## config.mk

```make
export PLATFORM = sky130hd
export DESIGN_NAME = color_threshold_blob_tracker
export DESIGN_NICKNAME = d
export VERILOG_FILES = /design/src/rtl/ctbt_pkg.sv /design/src/rtl/color_threshold_blob_tracker.sv /design/src/rtl/ctbt_div.sv /design/src/rtl/ctbt_ctrl.sv /design/src/rtl/ctbt_dpath.sv
export SDC_FILE = /design/constraint.sdc
export NUM_CORES = 1
export LEC_CHECK = 0
export BUFFER_PORTS_ARGS = -buffer_cell sky130_fd_sc_hd__buf_2
export CAP_MARGIN = 40
export CORE_UTILIZATION = 55
export DETAILED_ROUTE_END_ITERATION = 8
export PLACE_DENSITY = 0.73
export SLEW_MARGIN = 20
export SYNTH_ARGS = -nofsm -noshare
export SYNTH_HDL_FRONTEND = slang
export SYNTH_SLANG_ARGS = --single-unit
```

## constraint.sdc

```tcl
create_clock -name clk -period 15.86 [get_ports clk]
set_input_delay 3.172 -clock clk [delete_from_list [all_inputs] [get_ports clk]]
set_output_delay 3.172 -clock clk [all_outputs]
set_load 0.02 [all_outputs]
```

## src/rtl/ctbt_pkg.sv

```systemverilog
// ----------------------------------------------------------------------------
// ctbt_pkg
// Shared codes, widths and control types of the color threshold blob tracker.
// ----------------------------------------------------------------------------
package ctbt_pkg;

  localparam int CHAN_W   = 8;
  localparam int BOUNDS_W = 24;
  localparam int COUNT_W  = 21;
  localparam int DENS_W   = 12;
  localparam int SCALED_W = 31;

  localparam logic [1:0] CMD_START  = 2'd0;
  localparam logic [1:0] CMD_PIXEL  = 2'd1;
  localparam logic [1:0] CMD_FINISH = 2'd2;
  localparam logic [1:0] CMD_UNUSED = 2'd3;

  localparam logic [1:0] STATUS_START_OK   = 2'd0;
  localparam logic [1:0] STATUS_BAD_BOUNDS = 2'd1;
  localparam logic [1:0] STATUS_SUMMARY    = 2'd2;

  localparam logic [1:0] CFG_LOWER = 2'd0;
  localparam logic [1:0] CFG_UPPER = 2'd1;
  localparam logic [1:0] CFG_CHSEL = 2'd2;

  localparam logic [1:0] CHSEL_ALL = 2'd3;

  localparam logic [COUNT_W-1:0] COUNT_LIMIT   = 21'd1048576;
  localparam logic [DENS_W-1:0]  DENSITY_LIMIT = 12'd4000;

  typedef enum logic [1:0] {
    DIV_CX,
    DIV_CY,
    DIV_DEN
  } div_sel_t;

  typedef struct packed {
    logic     pixel;
    logic     start;
    logic     prep;
    logic     area;
    logic     div_start;
    div_sel_t div_sel;
    logic     div_store;
    logic     summary;
  } ctbt_cmd_t;

  typedef struct packed {
    logic div_done;
  } ctbt_stat_t;

endpackage

```

## src/rtl/color_threshold_blob_tracker.sv

```systemverilog
// ----------------------------------------------------------------------------
// color_threshold_blob_tracker
// Pixel item: one per cycle while idle, no result; start item: result in the
// next cycle. Finish item: result after the area step and three passes
// through the one-bit-per-cycle shared divider (centre x, centre y, density).
// Synchronous active-high reset; config resets to full bounds, all channels.
// ----------------------------------------------------------------------------
module color_threshold_blob_tracker import ctbt_pkg::*; #(
  parameter int COORD_BITS = 10
) (
  input  logic                  clk,
  input  logic                  rst,
  input  logic                  cfg_valid,
  output logic                  cfg_ready,
  input  logic [1:0]            cfg_index,
  input  logic [BOUNDS_W-1:0]   cfg_data,
  input  logic                  in_valid,
  output logic                  in_ready,
  input  logic [1:0]            command,
  input  logic [CHAN_W-1:0]     chan0,
  input  logic [CHAN_W-1:0]     chan1,
  input  logic [CHAN_W-1:0]     chan2,
  input  logic [COORD_BITS-1:0] x_coord,
  input  logic [COORD_BITS-1:0] y_coord,
  output logic                  out_valid,
  input  logic                  out_ready,
  output logic [1:0]            status,
  output logic [COUNT_W-1:0]    pixel_count,
  output logic [COORD_BITS-1:0] x_min,
  output logic [COORD_BITS-1:0] y_min,
  output logic [COORD_BITS-1:0] x_max,
  output logic [COORD_BITS-1:0] y_max,
  output logic [COORD_BITS-1:0] col_mean,
  output logic [COORD_BITS-1:0] row_mean,
  output logic [DENS_W-1:0]     density,
  output logic                  degenerate_box
);

  ctbt_cmd_t  cmd;
  ctbt_stat_t stat;

  assign cfg_ready = 1'b1;

  ctbt_ctrl u_ctrl (
    .clk      (clk),
    .rst      (rst),
    .in_valid (in_valid),
    .command  (command),
    .out_ready(out_ready),
    .stat     (stat),
    .in_ready (in_ready),
    .out_valid(out_valid),
    .cmd      (cmd)
  );

  ctbt_dpath #(
    .COORD_BITS(COORD_BITS)
  ) u_dpath (
    .clk           (clk),
    .rst           (rst),
    .cmd           (cmd),
    .stat          (stat),
    .cfg_we        (cfg_valid && cfg_ready),
    .cfg_index     (cfg_index),
    .cfg_data      (cfg_data),
    .chan0         (chan0),
    .chan1         (chan1),
    .chan2         (chan2),
    .x_coord       (x_coord),
    .y_coord       (y_coord),
    .status        (status),
    .pixel_count   (pixel_count),
    .x_min         (x_min),
    .y_min         (y_min),
    .x_max         (x_max),
    .y_max         (y_max),
    .col_mean      (col_mean),
    .row_mean      (row_mean),
    .density       (density),
    .degenerate_box(degenerate_box)
  );

endmodule

```

## src/rtl/ctbt_div.sv

```systemverilog
// ----------------------------------------------------------------------------
// ctbt_div
// Restoring divider, one quotient bit per cycle, done pulses when finished.
// ----------------------------------------------------------------------------
module ctbt_div import ctbt_pkg::*; #(
  parameter int NUM_W = 31,
  parameter int DEN_W = 21
) (
  input  logic             clk,
  input  logic             rst,
  input  logic             start,
  input  logic [NUM_W-1:0] num,
  input  logic [DEN_W-1:0] den,
  output logic             done,
  output logic [NUM_W-1:0] quot
);

  localparam int CNT_W = $clog2(NUM_W + 1);

  logic             busy;
  logic [CNT_W-1:0] cnt;
  logic [DEN_W-1:0] rem;
  logic [DEN_W:0]   trial;
  logic [DEN_W:0]   diff;
  logic             qbit;

  assign trial = {rem, quot[NUM_W-1]};
  assign diff  = trial - {1'b0, den};
  assign qbit  = (trial >= {1'b0, den});

  always_ff @(posedge clk) begin
    if (rst) begin
      busy <= 1'b0;
      done <= 1'b0;
      cnt  <= '0;
    end else begin
      done <= 1'b0;
      if (start) begin
        busy <= 1'b1;
        cnt  <= CNT_W'(NUM_W);
      end else if (busy) begin
        cnt <= cnt - 1'b1;
        if (cnt == CNT_W'(1)) begin
          busy <= 1'b0;
          done <= 1'b1;
        end
      end
    end
  end

  always_ff @(posedge clk) begin
    if (start) begin
      rem  <= '0;
      quot <= num;
    end else if (busy) begin
      rem  <= qbit ? diff[DEN_W-1:0] : trial[DEN_W-1:0];
      quot <= {quot[NUM_W-2:0], qbit};
    end
  end

endmodule

```

## src/rtl/ctbt_ctrl.sv

```systemverilog
// ----------------------------------------------------------------------------
// ctbt_ctrl
// Handshake and sequencing of the finish computation.
// ----------------------------------------------------------------------------
module ctbt_ctrl import ctbt_pkg::*; (
  input  logic       clk,
  input  logic       rst,
  input  logic       in_valid,
  input  logic [1:0] command,
  input  logic       out_ready,
  input  ctbt_stat_t stat,
  output logic       in_ready,
  output logic       out_valid,
  output ctbt_cmd_t  cmd
);

  typedef enum logic [2:0] {
    S_IDLE,
    S_AREA,
    S_DIV_LOAD,
    S_DIV_RUN,
    S_SUMMARY
  } state_t;

  state_t   state;
  div_sel_t sel;
  logic     accept;

  assign in_ready = (state == S_IDLE) &&
                    (!out_valid || command == CMD_PIXEL || command == CMD_UNUSED);
  assign accept   = in_valid && in_ready;

  always_comb begin
    cmd           = '0;
    cmd.div_sel   = sel;
    cmd.pixel     = accept && (command == CMD_PIXEL);
    cmd.start     = accept && (command == CMD_START);
    cmd.prep      = accept && (command == CMD_FINISH);
    cmd.area      = (state == S_AREA);
    cmd.div_start = (state == S_DIV_LOAD);
    cmd.div_store = (state == S_DIV_RUN) && stat.div_done;
    cmd.summary   = (state == S_SUMMARY);
  end

  always_ff @(posedge clk) begin
    if (rst) begin
      state     <= S_IDLE;
      sel       <= DIV_CX;
      out_valid <= 1'b0;
    end else begin
      if (out_valid && out_ready) begin
        out_valid <= 1'b0;
      end
      unique case (state)
        S_IDLE: begin
          if (cmd.start) begin
            out_valid <= 1'b1;
          end
          if (cmd.prep) begin
            state <= S_AREA;
          end
        end
        S_AREA: begin
          sel   <= DIV_CX;
          state <= S_DIV_LOAD;
        end
        S_DIV_LOAD: begin
          state <= S_DIV_RUN;
        end
        S_DIV_RUN: begin
          if (stat.div_done) begin
            unique case (sel)
              DIV_CX: begin
                sel   <= DIV_CY;
                state <= S_DIV_LOAD;
              end
              DIV_CY: begin
                sel   <= DIV_DEN;
                state <= S_DIV_LOAD;
              end
              default: begin
                state <= S_SUMMARY;
              end
            endcase
          end
        end
        S_SUMMARY: begin
          out_valid <= 1'b1;
          state     <= S_IDLE;
        end
        default: begin
          state <= S_IDLE;
        end
      endcase
    end
  end

endmodule

```

## src/rtl/ctbt_dpath.sv

```systemverilog
// ----------------------------------------------------------------------------
// ctbt_dpath
// Config registers, pixel match, accumulators, divider and result register.
// ----------------------------------------------------------------------------
module ctbt_dpath import ctbt_pkg::*; #(
  parameter int COORD_BITS = 10
) (
  input  logic                  clk,
  input  logic                  rst,
  input  ctbt_cmd_t             cmd,
  output ctbt_stat_t            stat,
  input  logic                  cfg_we,
  input  logic [1:0]            cfg_index,
  input  logic [BOUNDS_W-1:0]   cfg_data,
  input  logic [CHAN_W-1:0]     chan0,
  input  logic [CHAN_W-1:0]     chan1,
  input  logic [CHAN_W-1:0]     chan2,
  input  logic [COORD_BITS-1:0] x_coord,
  input  logic [COORD_BITS-1:0] y_coord,
  output logic [1:0]            status,
  output logic [COUNT_W-1:0]    pixel_count,
  output logic [COORD_BITS-1:0] x_min,
  output logic [COORD_BITS-1:0] y_min,
  output logic [COORD_BITS-1:0] x_max,
  output logic [COORD_BITS-1:0] y_max,
  output logic [COORD_BITS-1:0] col_mean,
  output logic [COORD_BITS-1:0] row_mean,
  output logic [DENS_W-1:0]     density,
  output logic                  degenerate_box
);

  localparam int SUM_W  = COORD_BITS + COUNT_W - 1;
  localparam int AREA_W = 2 * COORD_BITS;
  localparam int NUM_W  = (SUM_W > SCALED_W) ? SUM_W : SCALED_W;
  localparam int DEN_W  = (AREA_W > COUNT_W) ? AREA_W : COUNT_W;

  logic [BOUNDS_W-1:0]   lower;
  logic [BOUNDS_W-1:0]   upper;
  logic [1:0]            chsel;

  logic [COUNT_W-1:0]    count;
  logic [COORD_BITS-1:0] left;
  logic [COORD_BITS-1:0] top;
  logic [COORD_BITS-1:0] right;
  logic [COORD_BITS-1:0] bottom;
  logic [SUM_W-1:0]      col_sum;
  logic [SUM_W-1:0]      row_sum;

  logic [COORD_BITS-1:0] dx;
  logic [COORD_BITS-1:0] dy;
  logic [SCALED_W-1:0]   scaled;
  logic [AREA_W-1:0]     area;
  logic [COORD_BITS-1:0] cx;
  logic [COORD_BITS-1:0] cy;
  logic [DENS_W-1:0]     dens;

  logic [CHAN_W-1:0]     pix [3];
  logic [2:0]            ch_ok;
  logic [2:0]            ch_bad;
  logic                  hit;
  logic                  bad;

  logic [NUM_W-1:0]      div_num;
  logic [DEN_W-1:0]      div_den;
  logic [NUM_W-1:0]      div_quot;
  logic                  div_done;

  assign pix[0] = chan0;
  assign pix[1] = chan1;
  assign pix[2] = chan2;

  always_comb begin
    for (int k = 0; k < 3; k++) begin
      ch_ok[k]  = (pix[k] >= lower[CHAN_W*k +: CHAN_W]) &&
                  (pix[k] <= upper[CHAN_W*k +: CHAN_W]);
      ch_bad[k] = lower[CHAN_W*k +: CHAN_W] > upper[CHAN_W*k +: CHAN_W];
    end
    hit = (chsel == CHSEL_ALL) ? (&ch_ok) : ch_ok[chsel];
    bad = |ch_bad;
  end

  always_ff @(posedge clk) begin
    if (rst) begin
      lower <= '0;
      upper <= '1;
      chsel <= CHSEL_ALL;
    end else if (cfg_we) begin
      unique case (cfg_index)
        CFG_LOWER: lower <= cfg_data;
        CFG_UPPER: upper <= cfg_data;
        CFG_CHSEL: chsel <= cfg_data[1:0];
        default: ;
      endcase
    end
  end

  always_ff @(posedge clk) begin
    if (rst || (cmd.start && !bad)) begin
      count   <= '0;
      left    <= '1;
      top     <= '1;
      right   <= '0;
      bottom  <= '0;
      col_sum <= '0;
      row_sum <= '0;
    end else if (cmd.pixel && hit && (count != COUNT_LIMIT)) begin
      count   <= count + 1'b1;
      if (x_coord < left) begin
        left <= x_coord;
      end
      if (y_coord < top) begin
        top <= y_coord;
      end
      if (x_coord > right) begin
        right <= x_coord;
      end
      if (y_coord > bottom) begin
        bottom <= y_coord;
      end
      col_sum <= col_sum + SUM_W'(x_coord);
      row_sum <= row_sum + SUM_W'(y_coord);
    end
  end

  // count * 1000 = count * 1024 - count * 16 - count * 8
  always_ff @(posedge clk) begin
    if (cmd.prep) begin
      dx     <= (right >= left) ? (right - left) : '0;
      dy     <= (bottom >= top) ? (bottom - top) : '0;
      scaled <= SCALED_W'({count, 10'b0}) - SCALED_W'({count, 4'b0}) -
                SCALED_W'({count, 3'b0});
    end
    if (cmd.area) begin
      area <= AREA_W'(dx) * AREA_W'(dy);
    end
  end

  always_comb begin
    unique case (cmd.div_sel)
      DIV_CX: begin
        div_num = NUM_W'(col_sum);
        div_den = DEN_W'(count);
      end
      DIV_CY: begin
        div_num = NUM_W'(row_sum);
        div_den = DEN_W'(count);
      end
      DIV_DEN: begin
        div_num = NUM_W'(scaled);
        div_den = DEN_W'(area);
      end
      default: begin
        div_num = '0;
        div_den = '0;
      end
    endcase
  end

  ctbt_div #(
    .NUM_W(NUM_W),
    .DEN_W(DEN_W)
  ) u_div (
    .clk  (clk),
    .rst  (rst),
    .start(cmd.div_start),
    .num  (div_num),
    .den  (div_den),
    .done (div_done),
    .quot (div_quot)
  );

  assign stat.div_done = div_done;

  always_ff @(posedge clk) begin
    if (cmd.div_store) begin
      unique case (cmd.div_sel)
        DIV_CX:  cx <= div_quot[COORD_BITS-1:0];
        DIV_CY:  cy <= div_quot[COORD_BITS-1:0];
        DIV_DEN: dens <= (div_quot > NUM_W'(DENSITY_LIMIT)) ? DENSITY_LIMIT :
                         div_quot[DENS_W-1:0];
        default: ;
      endcase
    end
  end

  always_ff @(posedge clk) begin
    if (cmd.start) begin
      status         <= bad ? STATUS_BAD_BOUNDS : STATUS_START_OK;
      pixel_count    <= '0;
      x_min          <= '0;
      y_min          <= '0;
      x_max          <= '0;
      y_max          <= '0;
      col_mean       <= '0;
      row_mean       <= '0;
      density        <= '0;
      degenerate_box <= 1'b0;
    end else if (cmd.summary) begin
      status <= STATUS_SUMMARY;
      if (count == '0) begin
        pixel_count    <= '0;
        x_min          <= '0;
        y_min          <= '0;
        x_max          <= '0;
        y_max          <= '0;
        col_mean       <= '0;
        row_mean       <= '0;
        density        <= '0;
        degenerate_box <= 1'b0;
      end else begin
        pixel_count    <= count;
        x_min          <= left;
        y_min          <= top;
        x_max          <= right;
        y_max          <= bottom;
        col_mean       <= cx;
        row_mean       <= cy;
        density        <= (area == '0) ? '0 : dens;
        degenerate_box <= (area == '0);
      end
    end
  end

endmodule

```

# Yosys cells after proc, flatten, opt, wreduce, memory -nomap -nowiden
# Cells that the tools add are included.
dict set report totals {
  ff_bits 435
  elab_cells 161
}
dict set report op_classes {
  addsub 9
  multipliers 1
  n_lt_le_gt_ge 18
  eq_ne 17
  n_mux 37
  bitwise_logic 1
  reduce_logical 43
}
# op n
set op_table {}
lappend op_table {{$pmux W31 S3} 1}
lappend op_table {{$mux W31} 2}
lappend op_table {{$add A30 B10 Y30} 2}
lappend op_table {{$mux W10} 6}
lappend op_table {{$mux W21} 2}
lappend op_table {{$pmux W21 S2} 1}
lappend op_table {{$gt A31 B12 Y1 const B} 1}
lappend op_table {{$sub A31 B24 Y31} 1}
lappend op_table {{$sub A31 B25 Y31} 1}
lappend op_table {{$ge A8 B8 Y1} 3}
lappend op_table {{$gt A8 B8 Y1} 3}
lappend op_table {{$le A8 B8 Y1} 3}
lappend op_table {{$mux W12} 2}
lappend op_table {{$ge A22 B21 Y1} 1}
lappend op_table {{$reduce_and A2 Y1} 11}
lappend op_table {{$add A21 B1 Y21 const B} 1}
lappend op_table {{$logic_not A21 Y1} 1}
lappend op_table {{$ne A21 B21 Y1 const B} 1}
lappend op_table {{$sub A21 B21 Y21} 1}
lappend op_table {{$ge A10 B10 Y1} 2}
lappend op_table {{$gt A10 B10 Y1} 2}
lappend op_table {{$logic_not A20 Y1} 1}
lappend op_table {{$lt A10 B10 Y1} 2}
lappend op_table {{$mul A10 B10 Y20} 1}
lappend op_table {{other kinds (30)} 74}

# Longest topological paths before layout
dict set report depth {
  ltp_word 9
  mapped_depth 21
  mapped_depth_nobuf 20
}

# Hierarchy
# A second synthesis with hierarchy kept.
dict set report unflattened {
  hier_cells 2969
  hier_area_um2 27581.5
}
# module n_inst cells_each area_each_um2
set by_module_without_submodules {}
lappend by_module_without_submodules {ctbt_dpath 1 2543 23502.5}
lappend by_module_without_submodules {ctbt_div 1 382 3729.8}
lappend by_module_without_submodules {ctbt_ctrl 1 42 337.8}
lappend by_module_without_submodules {color_threshold_blob_tracker 1 2 11.3}

# Worst setup path after synthesis
# No wires, ideal clock.
dict set report synth_timing {
  path_kind {input-to-reg}
  from {input port in_valid}
  to {register u_dpath.dx[0], enable pin}
  t_arrival_ns 8.734
  setup_slack_ns 6.531
  cell_stages 2
  n_path_buf 0
  cell_sequence {or4b_4 nor4b_1}
}
# element line
set synth_rtl {}
lappend synth_rtl {{start: declaration} color_threshold_blob_tracker.sv:17} ;# input logic in_valid,
lappend synth_rtl {{end signal: assignment} ctbt_dpath.sv:128} ;# dx <= (right >= left) ? (right - left) : '0;
lappend synth_rtl {{end: declaration} ctbt_dpath.sv:49} ;# logic [COORD_BITS-1:0] dx;

# Worst setup path after layout
dict set report layout_timing {
  from {input port command[0]}
  to {output port in_ready}
}
dict set report layout_between {
  elab_chain_len 4
}
# element line
set layout_rtl {}
lappend layout_rtl {{start: declaration} color_threshold_blob_tracker.sv:19} ;# input logic [1:0] command,
lappend layout_rtl {{$eq A2 B1 Y1} ctbt_ctrl.sv:30} ;# (!out_valid || command == CMD_PIXEL || command == CMD_UNUSED);
lappend layout_rtl {{$logic_or A1 B1 Y1} ctbt_ctrl.sv:30}
lappend layout_rtl {{$logic_or A1 B1 Y1 *} ctbt_ctrl.sv:30}
lappend layout_rtl {{$logic_and A1 B1 Y1 *} ctbt_ctrl.sv:29} ;# assign in_ready = (state == S_IDLE) &&
lappend layout_rtl {{end: declaration} color_threshold_blob_tracker.sv:18} ;# output logic in_ready,
# Mark *: on every way between the ends. The rest lies on a longest branch, timed or not.

==> metrics.md <==
| Metric | Value |
|---|---|
| Min Hold Slack | ~450 ps |
| Yosys warning count | 0 |
| H-tree depth | 2 |
| First-pass GRT wire length | roughly 110000 um |
| CTS Buf Count | 47 |
| Synth cell count leaders | nand2_1 (302), dfxtp_1 (299), ha_1 (286) |
| Largest net degree at the start of global routing | 81 |
| Total GRT Usage | 27.9% |
| Io pins | 176 |
| Setup crit end kind | output pin |
| Height of the die | around 230 um |
| Synth Area per Inst | between 9 and 10 um^2 |
| Routed wire length | 70500 um |
| Max Cap Violations | 0 |
| Post-CTS setup repair buffer count | 0 |
| Die W | approximately 230 um |
| Fin. Hold Viols | 0 |
| CP max-delay cell | a2111oi_0 |
| DRC | 0 |
| Vias post-DR | between 20000 and 25000 |
| Number of distinct library cells after synthesis | 78 |
| PortBufs | roughly 170 |
| Initial antenna violation count | 1 |
| Slew Limit Headroom | roughly 45% |
| Max VDD drop | 0.0758 mV |
| Max Buffers Root-to-Sink | 3 |
| LEAKAGE | around 13 nW |
| Cells after synthesis | between 2000 and 3000 |
| Worst EP arrival | about 4300 ps |
| DR iter-0 viols | around 1700 |
| RSZ-0062 raised after global routing | no |
| CTS tree | built |
| DPL Wire Length | between 50000 and 60000 um |
| Setup TNS | 0 ps |
| FP Rows | 81 |
| Clock-pin slew on the worst setup and hold paths | 60 ps |
| Worst-margin pin slew | 822 ps |
| Tot Pwr | 3.50 mW |
| Gr ovfl total | 0 |
| Area Growth Syn to Fin | 11.9% |
| Vias in the first global route | 21500 |
| Synth top area cells | dfxtp_1 (22%), edfxtp_1 (15%), ha_1 (13%) |
| Final Util | 62.4% |
| Layout cells sized above 1 | between 10% and 20% |
| Critical path required time | roughly 13000 ps |
| Setup Skew | ~26 ps |
| CP cell instances | buf_2, inv_1, a2111oi_0, buf_2 |
| Number of endpoints failing setup at the final stage | 0 |
| Status | finished clean |
| Fin nets | around 3500 |
| Main flop type after synthesis | dfxtp_1 |
| Worst stage delay on the critical path | between 600 and 700 ps |
| Syn_nets | roughly 3300 |
| Sink Count | approximately 430 |
| DR pass1 iterations | 5 |
| Clock root buffer | clkbuf_16 |
| Post-synth EDFFs | 133 |
| Via-to-Cell Ratio | just under 6 |
| CP max FO | 3 |
| Final period util | a little under half |
| Most frequent cell after synthesis | nand2_1 |
| Most frequent CP cell | buf_2 |
| Flops & latches, synth | ~430 |
| Post-route ant nets | 0 |
| Max Slew Vio Count | 0 |
| Crit path kind | in -> out |
| Inst Count DP | approximately 3600 |
| # hold bufs at CTS | 0 |
| Area of the core | 49100 um^2 |
| Mapped Area | ~27000 um^2 |
| Starting Density | 55.8% |
| Post-route minimum period | between 7000 and 8000 ps |
| Post-Layout Cell Count | ~3700 |
| PwrDens | 114 nW/um^2 |
| GP Congestion | around 0.96 |
| Fmax | between 100 and 150 MHz |
| Min-delay worst type | reg -> reg |
| Share of the synthesized area in the top cell type | a little over a fifth |
| Cell taking the most area after synthesis | dfxtp_1 |
| Seq/Total Area, Yosys | a little over a third |
| Die area | roughly 51000 um^2 |
| Clock Latency Late Sink | 600 ps |
| CP startpoint kind | input pin |
| # diodes | 0 |
| Post_cts resized | 0 |
| DR WL/cell | roughly 19 um |
| Fraction of registers with async set or reset after synthesis | 0% |
[logic make-up after synthesis]
| group | Yosys count | synth area share [%] |
|---|---|---|
| compound gates | 664 | 16.4 |
| xor+xnor | 89 | 2.85 |
| fa+ha+maj | 367 | 19.0 |
| buf+inv | 337 | 4.80 |
| flops | 432 | 36.5 |
| mux | 99 | 3.62 |
| other cells | 1 | 0.0137 |
| simple gates | 909 | 16.8 |
[power by group]
part / internal (mW) / switching, mW / total (mW)
sequential: 1.25 / 0.0599 / 1.31
clock: 0.684 / 0.460 / 1.14
combinational: 0.441 / 0.611 / 1.05
total: 2.37 / 1.13 / 3.50
[metal layers]
metal,GRT usage [%],part of all wire [%]
met1,36.9,44
met2,46.5,47
met3,3.91,6.0
met4,9.90,3.3
met5,0,0
[cell usage in the layout, fill, tap and decap left out, drive strengths merged, types with 29 or more instances in the layout]
master	netlist	layout
nand2	302	302
dfxtp	299	299
ha	286	286
inv	213	218
buf	22	212
a21oi	188	188
nor2	160	160
edfxtp	133	133
o21ai	100	100
mux2i	99	99
a22o	93	93
and2	83	83
fa	81	81
xnor2	64	64
clkbuf	102	64
nor3	58	58
a21o	54	54
nand4	49	49
nand3	47	47
nand2b	44	44
o211ai	39	39
nor4	29	29
[state kept, by name (all words and copies together) (netlist names), 24 cells and up]
register / count
u_dpath.col_sum: 30
u_dpath.scaled: 28
u_dpath.u_div.quot: 31
u_dpath.lower: 24
u_dpath.row_sum: 30
u_dpath.upper: 24
[metrics by stage]
stage / setup WS, ps / instance area, um^2
floorplan: 6530 / 27400
global placement: 8710 / 28800
detailed placement: 8750 / 28900
CTS: 8380 / 30500
global route: 8360 / 30600
finish: 8390 / 30600
[critical path, delay by kind of cell]
family	cells	cell delay (ps)
AOI/OAI and AO/OA	1	630
buffers and inverters	3	480
[final timing paths]
path	from	to	slack, ps	cells after the start
setup / recovery	command[0]	in_ready	8390	4
hold / removal	u_dpath.dens[3]$_SDFFCE_PN0P_	u_dpath.density[3]$_SDFFE_PP0P_	450	1
hold reg to reg	u_dpath.dens[3]$_SDFFCE_PN0P_	u_dpath.density[3]$_SDFFE_PP0P_	450	1
setup reg to reg	u_dpath.dx[6]$_SDFFCE_PN0P_	u_dpath.area[19]$_DFFE_PP_	10680	17
[area by class of cell]
cell class	instances	area (um^2)
clock inverters	23	292
flip-flops and latches	432	9980
fillers	4104	18400
inverters	213	800
well taps	664	831
multi-input cells	2129	16200
repair buffers	212	1240
clock buffers	64	1320
Note: power is estimated with default switching activity, not from simulation.
